## src/design/sgi_pkg.sv

```systemverilog
`timescale 1ns / 1ps
package sgi_pkg;

    localparam int DataW   = 32;
    localparam int StepW   = 16;
    localparam int TolW    = 10;
    localparam int FillW   = 6;
    localparam int MaxFill = 63;
    localparam int DivNumW = 48;
    localparam int DivDenW = 36;
    localparam int DivCntW = 6;
    localparam int CfgIdxW = 2;

    // register indexes of the configuration port
    localparam logic [CfgIdxW-1:0] RegStepTicks   = 2'd0;
    localparam logic [CfgIdxW-1:0] RegGapTolerance = 2'd1;

    localparam logic [StepW-1:0] StepReset = 16'd2000;
    localparam logic [TolW-1:0]  TolReset  = 10'd100;

    // one classified item handed from the front to the back
    typedef struct packed {
        logic [DataW-1:0] cur_time;
        logic [DataW-1:0] cur_pos;
        logic [DataW-1:0] cur_vel;
        logic [DataW-1:0] prev_pos;
        logic [DataW-1:0] prev_vel;
        logic [DataW-1:0] ratio;
        logic [FillW-1:0] fill_cnt;
        logic [StepW-1:0] step;
    } t_cmd;

endpackage

```

## src/design/sample_gap_interpolator.sv

```systemverilog
`timescale 1ns / 1ps
// An item with no gap to fill passes the front, the two-entry queue and the back's output
// register. A gap item first runs the front ratio divider, then the back runs a multiply,
// 48-step serial divide and output per filled sample, then outputs the item itself.
// The front takes no new item until it has pushed the last one; the queue lets front and
// back work at once, and the slower side sets the pace.
// Reset (synchronous, active low) clears the stored sample and loads default registers.
module sample_gap_interpolator
    import sgi_pkg::*;
(
    input  logic               i_clk,
    input  logic               i_rst_n,
    input  logic               i_cfg_we,
    input  logic [CfgIdxW-1:0] i_cfg_idx,
    input  logic [StepW-1:0]   i_cfg_wdata,
    input  logic               s_axis_tvalid,
    output logic               s_axis_tready,
    // sample_time, position_value, velocity_value
    input  logic [95:0]        s_axis_tdata,
    output logic               m_axis_tvalid,
    input  logic               m_axis_tready,
    // out_time, out_position, out_velocity
    output logic [95:0]        m_axis_tdata,
    // is_filled
    output logic               m_axis_tuser,
    output logic               m_axis_tlast
);

    logic [StepW-1:0] r_step_ticks;
    logic [TolW-1:0]  r_gap_tolerance;
    logic             push;
    logic             pop;
    logic             full;
    logic             empty;
    t_cmd             push_cmd;
    t_cmd             head_cmd;
    logic [DataW-1:0] otime;
    logic [DataW-1:0] opos;
    logic [DataW-1:0] ovel;

    // write configuration registers
    always_ff @(posedge i_clk) begin
        if (!i_rst_n) begin
            r_step_ticks    <= StepReset;
            r_gap_tolerance <= TolReset;
        end else if (i_cfg_we) begin
            if (i_cfg_idx == RegStepTicks) begin
                r_step_ticks <= i_cfg_wdata;
            end else if (i_cfg_idx == RegGapTolerance) begin
                r_gap_tolerance <= i_cfg_wdata[TolW-1:0];
            end
        end
    end

    sgi_front u_front (
        .i_clk           (i_clk),
        .i_rst_n         (i_rst_n),
        .i_step_ticks    (r_step_ticks),
        .i_gap_tolerance (r_gap_tolerance),
        .i_valid         (s_axis_tvalid),
        .o_ready         (s_axis_tready),
        .i_time          (s_axis_tdata[31:0]),
        .i_pos           (s_axis_tdata[63:32]),
        .i_vel           (s_axis_tdata[95:64]),
        .o_push          (push),
        .o_cmd           (push_cmd),
        .i_full          (full)
    );

    sgi_queue u_queue (
        .i_clk   (i_clk),
        .i_rst_n (i_rst_n),
        .i_push  (push),
        .i_cmd   (push_cmd),
        .o_full  (full),
        .i_pop   (pop),
        .o_cmd   (head_cmd),
        .o_empty (empty)
    );

    sgi_back u_back (
        .i_clk    (i_clk),
        .i_rst_n  (i_rst_n),
        .i_cmd    (head_cmd),
        .i_empty  (empty),
        .o_pop    (pop),
        .o_valid  (m_axis_tvalid),
        .i_ready  (m_axis_tready),
        .o_time   (otime),
        .o_pos    (opos),
        .o_vel    (ovel),
        .o_filled (m_axis_tuser),
        .o_last   (m_axis_tlast)
    );

    assign m_axis_tdata = {ovel, opos, otime};

endmodule

```

## src/design/sgi_div.sv

```systemverilog
`timescale 1ns / 1ps
module sgi_div
    import sgi_pkg::*;
(
    input  logic               i_clk,
    input  logic               i_rst_n,
    input  logic               i_start,
    input  logic [DivNumW-1:0] i_num,
    input  logic [DivDenW-1:0] i_den,
    output logic               o_done,
    output logic [DivNumW-1:0] o_quo
);

    logic [DivNumW-1:0] r_num;
    logic [DivDenW-1:0] r_rem;
    logic [DivDenW-1:0] r_den;
    logic [DivCntW-1:0] r_cnt;
    logic               r_busy;
    logic               r_done;
    logic [DivDenW:0]   trial;
    logic               ge;
    logic [DivDenW:0]   diff;

    // one restoring step: bring in the next numerator bit, try a subtract
    always_comb begin
        trial = {r_rem, r_num[DivNumW-1]};
        ge    = trial >= {1'b0, r_den};
        diff  = trial - {1'b0, r_den};
    end

    always_ff @(posedge i_clk) begin
        if (!i_rst_n) begin
            r_busy <= 1'b0;
            r_done <= 1'b0;
            r_cnt  <= '0;
        end else begin
            r_done <= 1'b0;
            if (i_start) begin
                r_busy <= 1'b1;
                r_cnt  <= '0;
                r_num  <= i_num;
                r_den  <= i_den;
                r_rem  <= '0;
            end else if (r_busy) begin
                r_rem <= ge ? diff[DivDenW-1:0] : trial[DivDenW-1:0];
                r_num <= {r_num[DivNumW-2:0], ge};
                r_cnt <= r_cnt + 1'b1;
                if (r_cnt == DivCntW'(DivNumW - 1)) begin
                    r_busy <= 1'b0;
                    r_done <= 1'b1;
                end
            end
        end
    end

    assign o_done = r_done;
    assign o_quo  = r_num;

endmodule

```

## src/design/sgi_queue.sv

```systemverilog
`timescale 1ns / 1ps
module sgi_queue
    import sgi_pkg::*;
(
    input  logic i_clk,
    input  logic i_rst_n,
    input  logic i_push,
    input  t_cmd i_cmd,
    output logic o_full,
    input  logic i_pop,
    output t_cmd o_cmd,
    output logic o_empty
);

    t_cmd       r_mem [2];
    logic       r_wp;
    logic       r_rp;
    logic [1:0] r_cnt;

    assign o_full  = r_cnt == 2'd2;
    assign o_empty = r_cnt == 2'd0;
    assign o_cmd   = r_mem[r_rp];

    always_ff @(posedge i_clk) begin
        if (i_push) begin
            r_mem[r_wp] <= i_cmd;
        end
    end

    // advance pointers and fill count
    always_ff @(posedge i_clk) begin
        if (!i_rst_n) begin
            r_wp  <= 1'b0;
            r_rp  <= 1'b0;
            r_cnt <= '0;
        end else begin
            if (i_push) begin
                r_wp <= ~r_wp;
            end
            if (i_pop) begin
                r_rp <= ~r_rp;
            end
            if (i_push && !i_pop) begin
                r_cnt <= r_cnt + 1'b1;
            end else if (!i_push && i_pop) begin
                r_cnt <= r_cnt - 1'b1;
            end
        end
    end

endmodule

```

## src/design/sgi_front.sv

```systemverilog
`timescale 1ns / 1ps
module sgi_front
    import sgi_pkg::*;
(
    input  logic             i_clk,
    input  logic             i_rst_n,
    input  logic [StepW-1:0] i_step_ticks,
    input  logic [TolW-1:0]  i_gap_tolerance,
    input  logic             i_valid,
    output logic             o_ready,
    input  logic [DataW-1:0] i_time,
    input  logic [DataW-1:0] i_pos,
    input  logic [DataW-1:0] i_vel,
    output logic             o_push,
    output t_cmd             o_cmd,
    input  logic             i_full
);

    typedef enum logic [1:0] {F_IDLE, F_DIV, F_PUSH} t_fstate;

    t_fstate          r_state;
    t_cmd             r_cmd;
    logic [DataW-1:0] r_prev_time;
    logic [DataW-1:0] r_prev_pos;
    logic [DataW-1:0] r_prev_vel;
    logic             r_have_prev;
    logic             r_div_go;
    logic [DivNumW-1:0] r_div_num;
    logic [DivDenW-1:0] r_div_den;

    logic [StepW-1:0] step;
    logic [DataW-1:0] gap;
    logic [DataW:0]   limit;
    logic             fill;
    logic             accept;
    logic             div_done;
    logic [DivNumW-1:0] div_quo;
    logic [DataW-1:0] ratio;
    logic [DataW-1:0] rm1;

    assign o_ready = r_state == F_IDLE;
    assign accept  = i_valid && o_ready;
    assign o_push  = (r_state == F_PUSH) && !i_full;
    assign o_cmd   = r_cmd;

    // classify the item against the stored sample
    always_comb begin
        step  = (i_step_ticks == '0) ? StepW'(1) : i_step_ticks;
        gap   = i_time - r_prev_time;
        limit = (DataW + 1)'(step) + (DataW + 1)'(i_gap_tolerance);
        fill  = r_have_prev && (i_time > r_prev_time) && ((DataW + 1)'(gap) > limit);
        ratio = div_quo[DataW-1:0];
        rm1   = ratio - 1'b1;
    end

    sgi_div u_div (
        .i_clk   (i_clk),
        .i_rst_n (i_rst_n),
        .i_start (r_div_go),
        .i_num   (r_div_num),
        .i_den   (r_div_den),
        .o_done  (div_done),
        .o_quo   (div_quo)
    );

    always_ff @(posedge i_clk) begin
        if (!i_rst_n) begin
            r_state     <= F_IDLE;
            r_have_prev <= 1'b0;
            r_prev_time <= '0;
            r_prev_pos  <= '0;
            r_prev_vel  <= '0;
            r_div_go    <= 1'b0;
        end else begin
            r_div_go <= 1'b0;
            case (r_state)
                F_IDLE: begin
                    if (accept) begin
                        r_cmd.cur_time <= i_time;
                        r_cmd.cur_pos  <= i_pos;
                        r_cmd.cur_vel  <= i_vel;
                        r_cmd.prev_pos <= r_prev_pos;
                        r_cmd.prev_vel <= r_prev_vel;
                        r_cmd.step     <= step;
                        r_cmd.ratio    <= '0;
                        r_cmd.fill_cnt <= '0;
                        r_prev_time    <= i_time;
                        r_prev_pos     <= i_pos;
                        r_prev_vel     <= i_vel;
                        r_have_prev    <= 1'b1;
                        if (fill) begin
                            // ratio = round(gap / step), halves up
                            r_div_num <= DivNumW'({gap, 1'b0}) + DivNumW'(step);
                            r_div_den <= DivDenW'({step, 1'b0});
                            r_div_go  <= 1'b1;
                            r_state   <= F_DIV;
                        end else begin
                            r_state <= F_PUSH;
                        end
                    end
                end
                F_DIV: begin
                    if (div_done) begin
                        r_cmd.ratio    <= ratio;
                        r_cmd.fill_cnt <= (rm1 > DataW'(MaxFill)) ? FillW'(MaxFill)
                                                                  : rm1[FillW-1:0];
                        r_state        <= F_PUSH;
                    end
                end
                F_PUSH: begin
                    if (!i_full) begin
                        r_state <= F_IDLE;
                    end
                end
                default: r_state <= F_IDLE;
            endcase
        end
    end

endmodule

```

## src/design/sgi_back.sv

```systemverilog
`timescale 1ns / 1ps
module sgi_back
    import sgi_pkg::*;
(
    input  logic             i_clk,
    input  logic             i_rst_n,
    input  t_cmd             i_cmd,
    input  logic             i_empty,
    output logic             o_pop,
    output logic             o_valid,
    input  logic             i_ready,
    output logic [DataW-1:0] o_time,
    output logic [DataW-1:0] o_pos,
    output logic [DataW-1:0] o_vel,
    output logic             o_filled,
    output logic             o_last
);

    typedef enum logic [2:0] {B_IDLE, B_MUL, B_DIV, B_OUT, B_LAST} t_bstate;

    t_bstate            r_state;
    t_cmd               r_cmd;
    logic [FillW-1:0]   r_i;
    logic               r_div_go;
    logic [DivNumW-1:0] r_nump;
    logic [DivNumW-1:0] r_numv;
    logic [DataW-1:0]   r_qp;
    logic [DataW-1:0]   r_qv;
    logic               r_ovalid;
    logic [DataW-1:0]   r_otime;
    logic [DataW-1:0]   r_opos;
    logic [DataW-1:0]   r_ovel;
    logic               r_ofilled;
    logic               r_olast;

    logic [DataW:0]       dp;
    logic [DataW:0]       dv;
    logic [DataW:0]       magp;
    logic [DataW:0]       magv;
    logic [DataW+FillW:0] prodp;
    logic [DataW+FillW:0] prodv;
    logic [DivDenW-1:0]   den;
    logic                 donep;
    logic                 donev;
    logic [DivNumW-1:0]   quop;
    logic [DivNumW-1:0]   quov;
    logic                 slot;
    logic [DataW-1:0]     fpos;
    logic [DataW-1:0]     fvel;
    logic [DataW-1:0]     ftime;

    // signed distance from the current value back to the previous one
    always_comb begin
        dp    = {r_cmd.prev_pos[DataW-1], r_cmd.prev_pos}
              - {r_cmd.cur_pos[DataW-1], r_cmd.cur_pos};
        dv    = {r_cmd.prev_vel[DataW-1], r_cmd.prev_vel}
              - {r_cmd.cur_vel[DataW-1], r_cmd.cur_vel};
        magp  = dp[DataW] ? -dp : dp;
        magv  = dv[DataW] ? -dv : dv;
        prodp = (DataW + FillW + 1)'(magp) * (DataW + FillW + 1)'(r_i);
        prodv = (DataW + FillW + 1)'(magv) * (DataW + FillW + 1)'(r_i);
        den   = DivDenW'({r_cmd.ratio, 1'b0});
        fpos  = dp[DataW] ? r_cmd.cur_pos - r_qp : r_cmd.cur_pos + r_qp;
        fvel  = dv[DataW] ? r_cmd.cur_vel - r_qv : r_cmd.cur_vel + r_qv;
        ftime = r_cmd.cur_time - DataW'(r_cmd.step) * DataW'(r_i);
        slot  = !r_ovalid || i_ready;
    end

    sgi_div u_divp (
        .i_clk   (i_clk),
        .i_rst_n (i_rst_n),
        .i_start (r_div_go),
        .i_num   (r_nump),
        .i_den   (den),
        .o_done  (donep),
        .o_quo   (quop)
    );

    sgi_div u_divv (
        .i_clk   (i_clk),
        .i_rst_n (i_rst_n),
        .i_start (r_div_go),
        .i_num   (r_numv),
        .i_den   (den),
        .o_done  (donev),
        .o_quo   (quov)
    );

    assign o_pop    = (r_state == B_IDLE) && !i_empty;
    assign o_valid  = r_ovalid;
    assign o_time   = r_otime;
    assign o_pos    = r_opos;
    assign o_vel    = r_ovel;
    assign o_filled = r_ofilled;
    assign o_last   = r_olast;

    always_ff @(posedge i_clk) begin
        if (!i_rst_n) begin
            r_state  <= B_IDLE;
            r_ovalid <= 1'b0;
            r_div_go <= 1'b0;
        end else begin
            r_div_go <= 1'b0;
            if (i_ready) begin
                r_ovalid <= 1'b0;
            end
            case (r_state)
                B_IDLE: begin
                    if (!i_empty) begin
                        r_cmd   <= i_cmd;
                        r_i     <= i_cmd.fill_cnt;
                        r_state <= (i_cmd.fill_cnt == '0) ? B_LAST : B_MUL;
                    end
                end
                B_MUL: begin
                    // 2*|d|*i + ratio, rounded division by 2*ratio follows
                    r_nump   <= DivNumW'({prodp, 1'b0}) + DivNumW'(r_cmd.ratio);
                    r_numv   <= DivNumW'({prodv, 1'b0}) + DivNumW'(r_cmd.ratio);
                    r_div_go <= 1'b1;
                    r_state  <= B_DIV;
                end
                B_DIV: begin
                    if (donep && donev) begin
                        r_qp    <= quop[DataW-1:0];
                        r_qv    <= quov[DataW-1:0];
                        r_state <= B_OUT;
                    end
                end
                B_OUT: begin
                    if (slot) begin
                        r_ovalid  <= 1'b1;
                        r_otime   <= ftime;
                        r_opos    <= fpos;
                        r_ovel    <= fvel;
                        r_ofilled <= 1'b1;
                        r_olast   <= 1'b0;
                        r_i       <= r_i - 1'b1;
                        r_state   <= (r_i == FillW'(1)) ? B_LAST : B_MUL;
                    end
                end
                B_LAST: begin
                    if (slot) begin
                        r_ovalid  <= 1'b1;
                        r_otime   <= r_cmd.cur_time;
                        r_opos    <= r_cmd.cur_pos;
                        r_ovel    <= r_cmd.cur_vel;
                        r_ofilled <= 1'b0;
                        r_olast   <= 1'b1;
                        r_state   <= B_IDLE;
                    end
                end
                default: r_state <= B_IDLE;
            endcase
        end
    end

endmodule

```

## config.mk

```make
export PLATFORM = sky130hd
export DESIGN_NAME = sample_gap_interpolator
export DESIGN_NICKNAME = d
export VERILOG_FILES = /design/src/design/sgi_pkg.sv /design/src/design/sample_gap_interpolator.sv /design/src/design/sgi_div.sv /design/src/design/sgi_queue.sv /design/src/design/sgi_front.sv /design/src/design/sgi_back.sv
export SDC_FILE = /design/constraint.sdc
export NUM_CORES = 2
export LEC_CHECK = 0
export BUFFER_PORTS_ARGS = -buffer_cell sky130_fd_sc_hd__buf_2
export CAP_MARGIN = 20
export CORE_UTILIZATION = 69
export DETAILED_ROUTE_END_ITERATION = 10
export PLACE_DENSITY = 0.9
export SYNTH_ARGS = -nofsm -noshare
export SYNTH_HDL_FRONTEND = slang
export SYNTH_SLANG_ARGS = --single-unit
export TNS_END_PERCENT = 1
```

## constraint.sdc

```tcl
create_clock -name i_clk -period 18.95 [get_ports i_clk]
set_input_delay 3.79 -clock i_clk [delete_from_list [all_inputs] [get_ports i_clk]]
set_output_delay 3.79 -clock i_clk [all_outputs]
set_load 0.02 [all_outputs]
```

; ---- Word-level counts from Yosys, hierarchy flattened
; Memories as Yosys holds them, arrays and structs flattened. A register that Yosys moved wholly into a read port is not among the register bits.
; Cells that the tools add are included.
[op_classes]
reduce_logical = 51
eq_ne = 19
n_addsub = 24
magnitude_cmp = 6
n_bitwise = 8
mux = 72
mul = 3
[ops]
columns = op, n
row1 = $mux W48, 6
row2 = $mux W32, 8
row3 = $mux W36, 6
row4 = $pmux W32 S2, 3
row5 = $sub A32 B32 Y32, 3
row6 = $add A40 B32 Y41, 2
row7 = $mul A33 B6 Y39, 2
row8 = $pmux W38 S2, 1
row9 = $ge A37 B33 Y1, 2
row10 = $sub A36 B33 Y36, 2
row11 = $mux W33, 2
row12 = $neg A33 Y33, 2
row13 = $sub A32 B32 Y33, 2
row14 = $add A32 B32 Y32, 2
row15 = $mux W54, 1
row16 = $mux W38, 1
row17 = $ge A37 B17 Y1, 1
row18 = $sub A36 B17 Y36, 1
row19 = $add A33 B16 Y34, 1
row20 = $gt A32 B33 Y1, 1
row21 = $gt A32 B32 Y1, 1
row22 = $gt A32 B6 Y1 const B, 1
row23 = $sub A32 B1 Y32 const B, 1
row24 = $sub A32 B22 Y32, 1
row25 = other kinds (38), 130
[totals]
out_inout_bits = 100
inputBits = 119
regBits = 1209
mem_bits_rw = 428
n_memories = 1
[mem_list]
columns = name, depth, word_bits, read_ports, rd_ports_with_merged_regs, wr, line
row1 = u_queue.r_mem, 2, 214, 1, 1, 1, sgi_queue.sv:15  ; t_cmd r_mem [2];

; ---- Logic depth before layout (Yosys ltp)
[logic_depth]
word_depth = 8
ltp_mapped = 44

; ---- Cells and area by module
; Synthesis repeated with hierarchy kept, for this count alone.
[unflattened]
cells_unflattened = 8792
area_unflattened_um2 = 99615.5
[modules_own_cells]
columns = mod, instances, cells_per_inst, area_per_inst_um2, seq_area_each_um2
row1 = sgi_back, 1, 4639, 44283.7, 13823.3
row2 = sgi_div, 3, 644, 7196.9, 3763.6
row3 = sgi_queue, 1, 688, 16318.2, 12952.4
row4 = sgi_front, 1, 1421, 16314.4, 9899.5
row5 = sample_gap_interpolator, 1, 112, 1108.6, 520.5

; ---- Least setup slack after synthesis
; Ideal clock, no wire load.
[synth_path]
kind = input -> register
from = in i_rst_n
to = reg u_back.r_cmd (netlist bit u_back.den[10]) (enable)
cell_stages = 5
arrival_ns = 13.313
setup_slack_ns = 4.856
t_required_ns = 18.169
n_path_buf = 3
path_cell_list = clkbuf_1 > clkinv_1 > clkbuf_1 > buf_1 > nor2_1
[synth_via]
elab_chain_cells = 1
[synth_rtl]
columns = item, line
row1 = from (decl), sample_gap_interpolator.sv:12  ; input logic i_rst_n,
row2 = $reduce_and A3 Y1 (no source line), --
row3 = to (signal assigned), sgi_back.sv:110  ; r_cmd <= i_cmd;
row4 = to (decl), sgi_back.sv:22  ; t_cmd r_cmd;
; No other way between the ends.
; A chain may end at the register's enable or synchronous reset.

; ---- Worst setup path in the final report
[layout_path]
from = reg u_back.r_cmd[150] (netlist name)
to = reg u_back.r_nump[37], data pin
[layout_via]
elab_chain_cells = 5
[layout_rtl]
columns = item, line
row1 = $sub A32 B32 Y33 *, sgi_back.sv:55  ; - {r_cmd.cur_pos[DataW-1], r_cmd.cur_pos};
row2 = $neg A33 Y33, sgi_back.sv:58  ; magp = dp[DataW] ? -dp : dp;
row3 = $mux W33 *, sgi_back.sv:58
row4 = $mul A33 B6 Y39 *, sgi_back.sv:60  ; prodp = (DataW + FillW + 1)'(magp) * (DataW + FillW + 1)'(r_i);
row5 = $add A40 B32 Y41 *, sgi_back.sv:117  ; r_nump <= DivNumW'({prodp, 1'b0}) + DivNumW'(r_cmd.ratio);
row6 = to (signal assigned), sgi_back.sv:117
row7 = to (decl), sgi_back.sv:25  ; logic [DivNumW-1:0] r_nump;
; Mark *: on every way between the ends. The rest lies on a longest branch, timed or not.

==> run_results.csv <==
group,metric,value,unit
status,status,"finished clean",
logic_synthesis,ys_seq_area_frac,0.504,
global_route,antenna_found_initial,5,
sta,setup-tns-final,0,ps
clock_tree,root_buffer,"clkbuf_16",
clock_tree,clockBufferDepth,3,
worst_hold_path,hold_path.class,"flop to flop",
logic_synthesis,ys_async_sr_fraction,0,
global_route,grt_max_degree,149,
detailed_routing,wl,233,mm
placement,portBuffers,218,
finish,finalInstanceArea,101000,µm²
detailed_routing,dr.pass1.iters,7,
logic_synthesis,post_synth_num_cell_types,104,
finish,layout.area.seq,46700,µm²
floorplanning,dieHeight,368,µm
clock_tree,worstSkewPairLatency,830,ps
critical_path,crit_family,"compound AO/OA/AOI/OAI gates",
job,maxCapViolations,0,
finish,nets,9205,
detailed_routing,routedWlPerCell,22.9,µm
critical_path,cpPeakStageDelay,720,ps
placement,dpl_cell_area,95500,µm²
detailed_routing,vias,64947,
logic_synthesis,synth_area_per_cell,11.5,µm²
sta,clock.fmax,92.2,MHz
floorplanning,fp.dieW,368,µm
logic_synthesis,synthesis.nets,9025,
critical_path,critPathKind,"flop to flop",
floorplanning,initial_core_util,0.695,
floorplanning,core-area,133000,µm²
detailed_routing,drtIter0Drc,6131,
logic_synthesis,ys_ff_latch,1608,
logic_synthesis,synth_most_common_cell,"edfxtp_1",
sta,slew_viol_final,0,
critical_path,end_kind,"flop",
sta,relSlewSlack,0.238,
clock_tree,path_clk_slew,70,ps
clock_tree,cts_sinks,1608,
logic_synthesis,synth_warnings,0,
logic_synthesis,yosys-top-cells-count,"1,448 x edfxtp_1, 664 x nand2_1, 636 x inv_1",
floorplanning,io_pins,219,
global_route,grt_first_pass_wirelength,362,mm
floorplanning,rows,134,
logic_synthesis,synth_area_leaders,"edfxtp_1 47%, fa_1 7.3%, ha_1 6.7%",
clock_tree,ctsResizeCount,0,
logic_synthesis,syn-cell-area,92600,µm²
placement,dp_cells,9857,
placement,dpl.hpwl,162,mm
finish,drive_gt1_frac,0.113,
sta,rsz0062_at_grt,"false",
logic_synthesis,netlist_instances,8076,
floorplanning,die_area,136000,µm²
logic_synthesis,synth_edf_count,1448,
critical_path,cp_slowest_cell,"o31ai_1",
logic_synthesis,synth_area_leader_cell,"edfxtp_1",
clock_tree,cts_setup_buffers,0,
sta,fin_crit_sh,0.572,
logic_synthesis,synth-main-ff-cell,"edfxtp_1",
sta,final-setup-viol-count,0,
detailed_routing,ant_nets,0,
clock_tree,cts.htree.levels,4,
detailed_routing,via_per_inst,6.39,
critical_path,crit_fanout,42,
sta,layout_min_cycle_time,10850,ps
clock_tree,ctsHoldBuffers,0,
finish,multiInputGateArea,42600,µm²
finish,area_growth,9.26,%
logic_synthesis,synth_top_area_frac,0.470,
sta,hold_viol_final,0,
finish,stdcell_count,10163,
clock_tree,cts_tree,"built",
critical_path,critPathLaunchType,"flop",
critical_path,cp.arrival,11410,ps
critical_path,worst_ep_required_time,19520,ps
placement,place.gp.congestion,0.964,
global_route,track_usage,0.343,
global_route,overflow,0,
global_route,grt_pass1_vias,66409,
detailed_routing,route.detailed.drc,0,
clock_tree,cts_buffers,161,
critical_path,timing.critical_path.buf_inv,3,
sta,clock_skew,48.5,ps
finish,fill_cells,7881,
sta,tightest_slew,1140,ps
## placed cells by master, fill, tap and decap left out, types with 251 or more instances in the layout
cell,synthesis,layout
edfxtp_1,1448,1448
ha_1,493,493
inv_1,636,636
nor2b_1,254,251
fa_1,337,337
nand2_1,664,662
nor2_1,603,597
mux2_2,324,324
a21oi_1,579,579
o21ai_0,256,255
xnor2_1,316,316
## final cells by class
class                      instances  share of cell area
tap                             1768              0.0219
inverter                         639              0.0238
multi-input combinational       5565               0.422
timing repair buffer             281              0.0159
antenna                            2           0.0000495
clock buffer                     216              0.0439
sequential                      1608               0.462
clock inverter                    84              0.0112
## flip-flops by register name, summed over array words and instances (netlist names), 36 cells and up, named ones only
register / count
u_front.u_div.r_rem: 36
u_queue.r_mem: 428
u_back.u_divv.r_rem: 36
u_back.u_divv.o_quo: 48
u_back.r_nump: 41
u_front.o_cmd: 214
u_back.r_cmd: 176
u_back.r_numv: 40
u_front.u_div.o_quo: 48
u_back.u_divp.o_quo: 48
u_back.u_divp.r_rem: 36
## worst reg2reg max path: cells and delay by family, from the launching register on
family | cells | cell delay, ps
flops | 1 | 430
xor+xnor | 3 | 690
compound gates | 17 | 4610
fa+ha+maj | 7 | 2920
simple gates | 8 | 1440
buf+inv | 3 | 520
## routing by layer
layer / global-route usage / up-vias / wire [µm]
met5: 0 / - / 11
met1: 0.406 / 31525 / 83300
li1: - / 28967 / -
met4: 0.233 / 2 / 17000
met3: 0.0582 / 937 / 18200
met2: 0.576 / 3516 / 114000
## per-stage QoR
step	utilization	setup WS (ps)	hold WS [ps]
2_1_floorplan	-	4860	400
3_3_place_gp	0.716	8810	405
3_5_place_dp	0.716	8380	405
4_1_cts	0.758	8350	413
5_1_grt	0.759	7620	417
6_report	0.759	8100	412
## cells by family after synthesis
logic type               share of synthesized area
AND/OR/NAND/NOR                              0.122
flip-flops                                   0.504
AO/OA/AOI/OAI                                0.101
buffers and inverters                       0.0366
adder cells (fa/ha/maj)                      0.140
XOR/XNOR                                    0.0525
multiplexers                                0.0443
## worst paths after layout
path | startpoint | end | slack (ps) | depth (start not counted)
hold / removal | u_front.r_div_den[16]$_DFFE_PP_ | u_front.u_div.r_den[16]$_DFFE_PP_ | 410 | 0
setup / recovery | u_back.r_cmd[150]$_DFFE_PP_ | u_back.r_nump[37]$_DFFE_PP_ | 8100 | 38
setup reg to reg | u_back.r_cmd[150]$_DFFE_PP_ | u_back.r_nump[37]$_DFFE_PP_ | 8100 | 38
hold reg to reg | u_front.r_div_den[16]$_DFFE_PP_ | u_front.u_div.r_den[16]$_DFFE_PP_ | 410 | 0
Power is not shown: default switching activity piles up to over one toggle a cycle in this logic, so the estimate is an artifact.
